**src/rtl/ggc_pkg.sv**
```systemverilog
// Shared widths, constants and the memory request bundle for the greedy
// graph coloring block. No dependencies.
`default_nettype none

package ggc_pkg;

  localparam int STORE_DEPTH      = 32;
  localparam int ADDR_W           = 5;
  localparam int ROW_W            = 32;
  localparam int COLOR_W          = 6;
  localparam int CNT_W            = 6;
  localparam int TAKEN_W          = 33;
  localparam int DEF_MAX_VERTICES = 32;

  localparam logic [COLOR_W-1:0] FIRST_COLOR = COLOR_W'(1);

  typedef struct packed {
    logic                 adj_we;
    logic [ADDR_W-1:0]    adj_waddr;
    logic [ROW_W-1:0]     adj_wdata;
    logic [ADDR_W-1:0]    adj_raddr;
    logic                 col_we;
    logic [ADDR_W-1:0]    col_waddr;
    logic [COLOR_W-1:0]   col_wdata;
    logic [ADDR_W-1:0]    col_raddr;
  } mem_req_t;

endpackage

`default_nettype wire

```
**src/rtl/ggc_ram.sv**
```systemverilog
// Simple dual-port RAM, one write and one registered read per cycle.
// Depends on ggc_pkg for default sizes.
`default_nettype none

module ggc_ram
  import ggc_pkg::*;
#(
  parameter int W = ROW_W,
  parameter int D = STORE_DEPTH
) (
  input  wire logic                 clk,
  input  wire logic                 we,
  input  wire logic [$clog2(D)-1:0] waddr,
  input  wire logic [W-1:0]         wdata,
  input  wire logic [$clog2(D)-1:0] raddr,
  output logic      [W-1:0]         rdata_q
);

  logic [W-1:0] mem [D];

  always_ff @(posedge clk) begin
    if (we) begin
      mem[waddr] <= wdata;
    end
  end

  always_ff @(posedge clk) begin
    rdata_q <= mem[raddr];
  end

endmodule

`default_nettype wire

```
**src/rtl/ggc_seq.sv**
```systemverilog
// Sequencer for load, first-fit coloring and result drain.
// Depends on ggc_pkg; drives the two stores through a mem_req_t bundle.
`default_nettype none

module ggc_seq
  import ggc_pkg::*;
#(
  parameter int MAX_VERTICES = DEF_MAX_VERTICES
) (
  input  wire logic                clk,
  input  wire logic                rst_n,
  input  wire logic                start,
  output logic                     busy,
  input  wire logic [ROW_W-1:0]    in_adjacency_row,
  input  wire logic                in_is_last_row,
  output mem_req_t                 req,
  input  wire logic [ROW_W-1:0]    adj_q,
  input  wire logic [COLOR_W-1:0]  col_q,
  output logic                     out_strobe,
  output logic [ADDR_W-1:0]        out_vertex_index,
  output logic [COLOR_W-1:0]       out_vertex_color,
  output logic [COLOR_W-1:0]       out_colors_used,
  output logic                     out_last_result
);

  localparam int ROW_CAP = (MAX_VERTICES < STORE_DEPTH) ? MAX_VERTICES : STORE_DEPTH;
  localparam logic [CNT_W-1:0] CAP_C = CNT_W'(ROW_CAP);
  localparam logic [CNT_W-1:0] CNT_ONE = CNT_W'(1);
  localparam logic [ADDR_W-1:0] ADDR_ONE = ADDR_W'(1);

  localparam logic [2:0] ST_LOAD  = 3'd0;
  localparam logic [2:0] ST_ROW   = 3'd1;
  localparam logic [2:0] ST_WAIT  = 3'd2;
  localparam logic [2:0] ST_ACC   = 3'd3;
  localparam logic [2:0] ST_PICK  = 3'd4;
  localparam logic [2:0] ST_OWAIT = 3'd5;
  localparam logic [2:0] ST_OEMIT = 3'd6;

  logic [2:0]         state_r, state_nxt;
  logic [CNT_W-1:0]   cnt_r, cnt_nxt;
  logic [CNT_W-1:0]   n_r, n_nxt;
  logic [ADDR_W-1:0]  i_r, i_nxt;
  logic [ADDR_W-1:0]  j_r, j_nxt;
  logic [ADDR_W-1:0]  o_r, o_nxt;
  logic [COLOR_W-1:0] c_r, c_nxt;
  logic [COLOR_W-1:0] top_r, top_nxt;
  logic [TAKEN_W-1:0] taken_r, taken_nxt;

  logic               strobe_r, strobe_nxt;
  logic [ADDR_W-1:0]  oidx_r, oidx_nxt;
  logic [COLOR_W-1:0] ocol_r, ocol_nxt;
  logic [COLOR_W-1:0] oused_r, oused_nxt;
  logic               olast_r, olast_nxt;

  always_comb begin
    state_nxt = state_r;
    cnt_nxt   = cnt_r;
    n_nxt     = n_r;
    i_nxt     = i_r;
    j_nxt     = j_r;
    o_nxt     = o_r;
    c_nxt     = c_r;
    top_nxt   = top_r;
    taken_nxt = taken_r;
    strobe_nxt = 1'b0;
    oidx_nxt  = oidx_r;
    ocol_nxt  = ocol_r;
    oused_nxt = oused_r;
    olast_nxt = olast_r;

    req = '0;
    req.adj_waddr = cnt_r[ADDR_W-1:0];
    req.adj_wdata = in_adjacency_row;
    req.adj_raddr = i_r;
    req.col_waddr = i_r;
    req.col_wdata = c_r;
    req.col_raddr = (state_r == ST_OWAIT) ? o_r : j_r;

    unique case (state_r)
      ST_LOAD: begin
        if (start) begin
          req.adj_we = 1'b1;
          cnt_nxt    = cnt_r + CNT_ONE;
          if (in_is_last_row || (cnt_r + CNT_ONE == CAP_C)) begin
            n_nxt     = cnt_r + CNT_ONE;
            cnt_nxt   = '0;
            i_nxt     = '0;
            top_nxt   = '0;
            state_nxt = ST_ROW;
          end
        end
      end
      ST_ROW: begin
        j_nxt     = '0;
        taken_nxt = '0;
        c_nxt     = FIRST_COLOR;
        state_nxt = (i_r == '0) ? ST_PICK : ST_WAIT;
      end
      ST_WAIT: begin
        state_nxt = ST_ACC;
      end
      ST_ACC: begin
        if (adj_q[j_r]) begin
          taken_nxt[col_q] = 1'b1;
        end
        j_nxt     = j_r + ADDR_ONE;
        state_nxt = (j_r + ADDR_ONE == i_r) ? ST_PICK : ST_WAIT;
      end
      ST_PICK: begin
        if (!taken_r[c_r]) begin
          req.col_we = 1'b1;
          if (c_r > top_r) begin
            top_nxt = c_r;
          end
          if ({1'b0, i_r} + CNT_ONE == n_r) begin
            o_nxt     = '0;
            state_nxt = ST_OWAIT;
          end else begin
            i_nxt     = i_r + ADDR_ONE;
            state_nxt = ST_ROW;
          end
        end else begin
          c_nxt = c_r + COLOR_W'(1);
        end
      end
      ST_OWAIT: begin
        state_nxt = ST_OEMIT;
      end
      ST_OEMIT: begin
        strobe_nxt = 1'b1;
        oidx_nxt   = o_r;
        ocol_nxt   = col_q;
        oused_nxt  = top_r;
        olast_nxt  = ({1'b0, o_r} + CNT_ONE == n_r);
        if ({1'b0, o_r} + CNT_ONE == n_r) begin
          state_nxt = ST_LOAD;
        end else begin
          o_nxt     = o_r + ADDR_ONE;
          state_nxt = ST_OWAIT;
        end
      end
      default: begin
        state_nxt = ST_LOAD;
      end
    endcase
  end

  always_ff @(posedge clk) begin
    if (!rst_n) begin
      state_r  <= ST_LOAD;
      cnt_r    <= '0;
      top_r    <= '0;
      strobe_r <= 1'b0;
    end else begin
      state_r  <= state_nxt;
      cnt_r    <= cnt_nxt;
      top_r    <= top_nxt;
      strobe_r <= strobe_nxt;
    end
  end

  always_ff @(posedge clk) begin
    n_r     <= n_nxt;
    i_r     <= i_nxt;
    j_r     <= j_nxt;
    o_r     <= o_nxt;
    c_r     <= c_nxt;
    taken_r <= taken_nxt;
    oidx_r  <= oidx_nxt;
    ocol_r  <= ocol_nxt;
    oused_r <= oused_nxt;
    olast_r <= olast_nxt;
  end

  assign busy             = (state_r != ST_LOAD);
  assign out_strobe       = strobe_r;
  assign out_vertex_index = oidx_r;
  assign out_vertex_color = ocol_r;
  assign out_colors_used  = oused_r;
  assign out_last_result  = olast_r;

endmodule

`default_nettype wire

```
**src/rtl/greedy_graph_coloring.sv**
```systemverilog
// Top level of the greedy first-fit graph coloring block.
// Depends on ggc_pkg, ggc_ram and ggc_seq.
//
// Usage:
//   Input words: one adjacency row per word, taken at a rising edge with
//   start high and busy low. in_is_last_row ends the graph; a row that fills
//   the store (MAX_VERTICES rows, at most 32) ends it too. Rows load at one
//   per cycle and cause no result.
//   After the last row busy rises and the vertices are coloured in index
//   order. Vertex i is first set up; then each earlier vertex takes one
//   registered read of the colour store and one accumulate into the
//   taken-colour bitmap; then the free-colour scan tries one colour at a
//   time until it finds one not taken. The shared bitmap and the single
//   colour-store read port make these steps run one after another.
//   Result words: N words, each a colour-store read and then the output
//   register, shown for a single cycle with out_strobe high.
//   out_colors_used carries the highest colour of the whole graph and
//   out_last_result marks the final vertex. The receiver cannot stall.
//   busy falls as the last result is registered, so a new graph may start
//   while that word is still on the ports.
//   Reset: rst_n low, synchronous; clears the row count, the sequencer and
//   the strobe. Store contents are left as they are and never read unwritten.
`default_nettype none

module greedy_graph_coloring
  import ggc_pkg::*;
#(
  parameter int MAX_VERTICES = DEF_MAX_VERTICES
) (
  input  wire logic               clk,
  input  wire logic               rst_n,
  input  wire logic               start,
  output logic                    busy,
  input  wire logic [ROW_W-1:0]   in_adjacency_row,
  input  wire logic               in_is_last_row,
  output logic                    out_strobe,
  output logic [ADDR_W-1:0]       out_vertex_index,
  output logic [COLOR_W-1:0]      out_vertex_color,
  output logic [COLOR_W-1:0]      out_colors_used,
  output logic                    out_last_result
);

  mem_req_t           req;
  logic [ROW_W-1:0]   adj_q;
  logic [COLOR_W-1:0] col_q;

  // Adjacency store: written while loading, read at the vertex being coloured.
  ggc_ram #(
    .W (ROW_W),
    .D (STORE_DEPTH)
  ) u_adj (
    .clk     (clk),
    .we      (req.adj_we),
    .waddr   (req.adj_waddr),
    .wdata   (req.adj_wdata),
    .raddr   (req.adj_raddr),
    .rdata_q (adj_q)
  );

  // Colour store: written once per vertex, read per neighbour and on drain.
  ggc_ram #(
    .W (COLOR_W),
    .D (STORE_DEPTH)
  ) u_col (
    .clk     (clk),
    .we      (req.col_we),
    .waddr   (req.col_waddr),
    .wdata   (req.col_wdata),
    .raddr   (req.col_raddr),
    .rdata_q (col_q)
  );

  // Sequencer: load, neighbour scan, free-colour pick and result drain.
  ggc_seq #(
    .MAX_VERTICES (MAX_VERTICES)
  ) u_seq (
    .clk              (clk),
    .rst_n            (rst_n),
    .start            (start),
    .busy             (busy),
    .in_adjacency_row (in_adjacency_row),
    .in_is_last_row   (in_is_last_row),
    .req              (req),
    .adj_q            (adj_q),
    .col_q            (col_q),
    .out_strobe       (out_strobe),
    .out_vertex_index (out_vertex_index),
    .out_vertex_color (out_vertex_color),
    .out_colors_used  (out_colors_used),
    .out_last_result  (out_last_result)
  );

endmodule

`default_nettype wire

```
**config.mk**
```make
export PLATFORM = sky130hd
export DESIGN_NAME = greedy_graph_coloring
export DESIGN_NICKNAME = d
export VERILOG_FILES = /design/src/rtl/ggc_pkg.sv /design/src/rtl/ggc_ram.sv /design/src/rtl/ggc_seq.sv /design/src/rtl/greedy_graph_coloring.sv
export SDC_FILE = /design/constraint.sdc
export NUM_CORES = 1
export LEC_CHECK = 0
export BUFFER_PORTS_ARGS = -buffer_cell sky130_fd_sc_hd__buf_2
export CORE_ASPECT_RATIO = 0.8
export CORE_MARGIN = 5
export CORE_UTILIZATION = 30
export CTS_CLUSTER_SIZE = 28
export DETAILED_ROUTE_END_ITERATION = 8
export PLACE_DENSITY = 0.48
export SYNTH_ARGS = -nofsm -noshare
export SYNTH_HDL_FRONTEND = slang
export SYNTH_HIERARCHICAL = 1
export SYNTH_SLANG_ARGS = --single-unit
export TNS_END_PERCENT = 20
```
**constraint.sdc**
```tcl
create_clock -name clk -period 4.5 [get_ports clk]
set_clock_uncertainty 0.15 [all_clocks]
set_input_delay 0.225 -clock clk [delete_from_list [all_inputs] [get_ports clk]]
set_output_delay 0.225 -clock clk [all_outputs]
set_load 0.05 [all_outputs]
```
== Yosys cells after proc, flatten, opt, wreduce, memory -nomap -nowiden ==
Memories as Yosys holds them, arrays and structs flattened. A register that Yosys moved wholly into a read port is not among the register bits.
Index checks and enable logic that the tools add are counted.
Widths: inputs -> output; s select.

* Add/subtract/negate cells: 7
* $mul: 0
* Div/mod/pow operators: 0
* Magnitude comparators: 5
* Eq/ne operators: 19
* Shift-type cells: 0
* Multiplexer cells: 44
* Bitwise logic cells: 1
* Reduce and logical (&&, ||, !) cells: 17

{| class="wikitable"
|+ Operators with widths
! operator !! number
|-
| $pmux 33 s2 || 1
|-
| $mux 5 || 8
|-
| $mux 6 || 6
|-
| $mux 33 || 1
|-
| $or 33x33->33 || 1
|-
| $pmux 5 s2 || 3
|-
| $pmux 6 s2 || 2
|-
| $mux 3 || 7
|-
| $pmux 3 s7 || 1
|-
| $add 5x1->5 const B || 3
|-
| $lt 6x7->1 const B || 2
|-
| $add 5x1->6 const B || 2
|-
| $add 6x1->6 const B || 2
|-
| $eq 6x6->1 || 2
|-
| $mux 1 || 12
|-
| $ne 2x1->1 const B || 5
|-
| $reduce_and 5->1 || 2
|-
| $eq 3x3->1 const B || 3
|-
| $ne 2x2->1 const B || 4
|-
| $reduce_bool 2->1 || 4
|-
| $bmux 1 s6 || 1
|-
| $demux 1 s6 || 1
|-
| $eq 3x2->1 const B || 2
|-
| $eq 6x6->1 const B || 1
|-
| 14 further kinds || 17
|}

* Flip-flop bits (word level): 94
* Latch bits: 0
* RAM bits: 1,216
* ROM bits: 0
* Output and inout bits: 20
* Logic and storage cells: 109
* Memories kept: 2

{| class="wikitable"
|+ Memories
! name !! words !! width !! read ports !! clocked after Yosys merged registers in !! write ports !! line !! source
|-
| u_adj.mem || 32 || 32 || 1 || 1 || 1 || ggc_ram.sv:19 || <nowiki>logic [W-1:0] mem [D];</nowiki>
|-
| u_col.mem || 32 || 6 || 1 || 1 || 1 || ggc_ram.sv:19 ||
|}

== Depth between registers and ports, before layout ==
* Depth in word-level cells: 7
* Gate-level depth with buffers: 10

== Cells and area by module ==
Netlist, hierarchy kept.

{| class="wikitable"
|+ Modules (own cells, without submodules)
! module !! instances !! cells an instance !! area an instance (um^2) !! sequential area each (um^2)
|-
| ggc_ram at u_adj || 1 || 2,260 || 40,493.8 || 31,390.1
|-
| ggc_ram at u_col || 1 || 323 || 7,589.8 || 5,885.6
|-
| ggc_seq || 1 || 478 || 5,292.6 || 2,662.6
|}

== Worst setup path after synthesis ==
No wires, ideal clock.

* Path kind: reg-to-reg
* Start point: register u_seq.c_r[0]
* End point: memory u_col/mem[28][0] (netlist name), enable pin
* Arrival time: 3.308 ns
* Required time: 4.000 ns
* Setup slack: 0.693 ns
* Stages on the path, launching flop included: 10
* Path buffers: 2
* Path through: edfxtp_1 buf_4 mux4_2 mux2_2 a311oi_1 o32a_2 and2_1 or3b_2 clkbuf_1 nor2_1

{| class="wikitable"
|+ RTL lines
! element !! line !! source
|-
| start: declaration || ggc_seq.sv:45 || <nowiki>logic [COLOR_W-1:0] c_r, c_nxt;</nowiki>
|-
| start signal: assignment || ggc_seq.sv:167 || <nowiki>c_r <= c_nxt;</nowiki>
|-
| end: declaration || ggc_ram.sv:19 ||
|}

==> key figures <==
Outcome
  • Status: finished clean

Synth
  • Yosys top cell area share: between 70% and 80%
  • Synthesized Nets: approximately 3.1k
  • Syn avg cell area: around 17 sq um
  • Netlist cell types: between 50 and 60
  • Area contributors post-synth: edfxtp_1 (73%), mux2i_1 (9.8%), mux4_2 (3.2%), dfxtp_1 (2.0%), a22oi_1 (1.4%)
  • Top cells by count, synth: edfxtp_1 (1294), mux2i_1 (521), nor2_1 (136)
  • Syn Inst Count: about 3.1k
  • #FFs+latches synth: about 1.3k
  • YS warnings: 6
  • Asr flop ratio synth: 0%
  • Sequential share of the synthesized area: about three quarters
  • Synth area leader: edfxtp_1
  • Most common cell in the netlist: edfxtp_1
  • Post-synth EDFFs: around 1.3k
  • Primary FF master, synth: edfxtp_1
  • Mapped Area: between 50000 and 60000 sq um

CTS
  • Post CTS Setup Buffer Count: 0
  • H-tree Lvls: 4
  • Clock tree buffer depth: 3
  • Clock Sinks: approximately 1.3k
  • CTS tree: yes
  • Clk slew on worst S/H paths: around 0.06 ns
  • Root Driver: clkbuf_16
  • Total CTS buffers: about 150
  • Worst skew pair latency: between 0.7 and 0.8 ns

Setup path
  • CP Launch Type: flip-flop
  • Family with the most delay on the worst path: simple AND/OR/NAND/NOR gates
  • Crit path kind: reg -> reg
  • Worst-path fanout max: 10
  • R2r setup slk: between 0.6 and 0.7 ns
  • Worst EP arrival: between 4 and 5 ns
  • Critical path, cell by cell: mux4_2 -> mux2_2 -> a311oi_1 -> o32a_2 -> and2_1 -> or3b_2 -> nor2_1
  • Worst setup EP type: flip-flop
  • WP data required: about 4.7 ns
  • FF-to-FF End: u_col/mem[24][5]$_DFFE_PP_
  • Critical path's slowest cell: edfxtp_1
  • Buf/Inv on CP: 0
  • Crit-path max cell delay: approximately 0.65 ns
  • Worst reg2reg path startpoint: u_seq/c_r[1]$_SDFFCE_PN0P_
  • Reg2reg path depth: 7

Drt
  • WL/cell: 24.3 microns
  • Total Routed Length: ~140 mm
  • Drt pass-1 iters: 5
  • Met2 WL: slightly above 60 mm
  • Wl on met1: about 67 mm
  • Final ANT Viol Nets: 0
  • Wire length on met3: 6.88 mm
  • Via-to-Cell Ratio: around 4.9
  • Via count: around 28k
  • Max layer used: met5
  • DRC: 0
  • DR iter-0 viols: around 2.4k

Worst hold path
  • Sink of the worst hold path: u_seq/state_r[2]$_SDFFE_PN0P_
  • Hold Startpoint: rst_n
  • Min-delay worst type: in -> reg
  • Hold Path Stages: 3

Final layout
  • Area of the multi-input gates: between 10000 and 15000 sq um
  • Final Instance Area: between 60000 and 70000 sq um
  • Area growth syn-to-layout: 16.1%
  • Fraction of layout cells with a size suffix above 1: 16.0%
  • Layout fillers: 16.7k
  • Core Util, Final: between 30% and 40%
  • Layout Nets: 3273
  • Register area: around 40000 sq um

Timing
  • Worst slew pin tran: 1.15 ns
  • Min cycle time layout: roughly 3.8 ns
  • Final setup violation count: 0
  • Final setup margin: between 0.6 and 0.7 ns
  • Period utilization: 84.8%
  • Hold Vio Cnt, Final: 0
  • Fin Setup TNS: 0 ns
  • RSZ-0062 raised after global routing: false
  • Slew headroom: a little under a quarter
  • Final Max Tran Viols: 0
  • FMAX: 262 MHz

Placed design
  • Hpwl dp: about 82 mm
  • Placed Instance Area: 56900 sq um
  • Final RePlAce weighted congestion: about 0.77
  • Buffers on Ports: 55
  • Pre-CTS WS: 0.733 ns

Floorplanning
  • Num ports: 56
  • Starting density of the core: 30.2%
  • Chip Height: between 300 and 400 microns
  • Core region area: ~180000 sq um
  • Die area: around 190000 sq um
  • Die width: around 480 microns
  • Site Rows: between 100 and 150

Power
  • Pwr Density: ~430 nW/um^2
  • Leakage: 20.8 nW
  • IR drop worst, VDD: between 0.0003 and 0.0004 V

GRT
  • Overflow after GRT: 0
  • Vias in the first global route: roughly 28k
  • Tot GR Track Use: 14.7%
  • Global-route wire length before repair: between 200 and 250 mm
  • Initial antenna violation count: 4
  • Largest net degree at the start of global routing: roughly 90

Flow run
  • Max-cap violation count: 0
## layout by cell type, fill, tap and decap left out, types with 14 or more instances in the layout
cell type and n:
edfxtp_1 1294, buf_2 55, dlygate4sd3_1 35, nand3_1 121, a31oi_1 34, clkinv_2 16
xnor2_1 14, mux2_2 15, a22o_1 64, a22oi_1 100, buf_12 19, mux4_2 76
buf_4 108, nor3_1 42, xor2_1 18, clkinv_1 17, nand2_1 121, inv_1 19
dfxtp_1 54, clkbuf_16 148, a21oi_1 134, mux2i_1 521, nor2_4 33, clkbuf_1 39
nor2_1 103, bufinv_16 14
## power by group
part | switching, mW | internal, mW
Combinational | 0.595 | 0.287
Sequential | 0.0669 | 13.8
Clock | 4.89 | 7.04
Total | 5.55 | 21.2
## through the flow
step                total power [mW]  cells  hold WS, ns
floorplan                       14.7   3061        0.213
global placement                15.0   5422        0.314
detailed placement              15.0   5422        0.318
CTS                             27.1   5720        0.187
global route                    27.7   5721        0.250
finish                          26.7   5722        0.257
## sequential cells by signal (all words and copies together), names as in the netlist, 32 cells and up
name and flops:
u_adj/mem 1024, u_adj/rdata_q 32, u_col/mem 192, u_seq/taken_r 33
## per-layer routing
| layer | vias up | global-route usage [%] |
|---|---|---|
| li1 | 12400 | - |
| met1 | 14600 | 22.1 |
| met2 | 727 | 22.0 |
| met3 | 188 | 2.69 |
| met4 | 2 | 3.51 |
| met5 | - | 0 |
## worst register-to-register path, stage by stage, from the launching register on
cell	delay, ns
edfxtp_1	0.65
mux4_2	0.38
mux2_2	0.29
a311oi_1	0.30
o32a_2	0.32
and2_1	0.23
or3b_2	0.63
nor2_1	0.48
## area by class of cell
class                   instances  area share (%)
diodes                          2         0.00808
clock buffers                 197            6.43
clock inverters                66            1.22
inverters                      19           0.115
multi-input cells            1493            20.0
flip-flops and latches       1348            64.4
well taps                    2380            4.81
repair buffers                217            2.93
## kinds of logic (layout without fill, tap and decap cells)
logic type	after synthesis	count (layout)	share of synthesized area, %
other	0	2	0
flip-flops	1348	1348	74.8
AND/OR/NAND/NOR	477	477	4.10
AO/OA/AOI/OAI	359	359	4.51
buffers and inverters	220	499	2.45
multiplexers	613	613	13.3
XOR/XNOR	32	32	0.525
adder cells (fa/ha/maj)	12	12	0.281
## worst max-delay path by stage
stage                                from                    endpoint  slack, ns  cells past startpoint
3_5_place_dp   u_seq/c_r[1]$_SDFFCE_PN0P_   u_col/mem[8][2]$_DFFE_PP_       0.73                      7
6_report       u_seq/c_r[1]$_SDFFCE_PN0P_  u_col/mem[24][5]$_DFFE_PP_       0.68                      7
4_1_cts        u_seq/c_r[1]$_SDFFCE_PN0P_   u_col/mem[8][2]$_DFFE_PP_       0.72                      7
2_1_floorplan  u_seq/c_r[0]$_SDFFCE_PN1P_  u_col/mem[28][0]$_DFFE_PP_       0.69                      9
3_3_place_gp   u_seq/c_r[1]$_SDFFCE_PN0P_  u_col/mem[12][5]$_DFFE_PP_       0.78                      7
5_1_grt        u_seq/c_r[1]$_SDFFCE_PN0P_   u_col/mem[5][0]$_DFFE_PP_       0.56                      7
## timing repair
item | CTS | global route
hold buffers | 35 | 0
setup endpoints to repair | 0 | 0
hold endpoints to repair | 1040 | 0
gates resized for setup | 0 | 0
No activity file was read; power rests on OpenSTA's default activity.
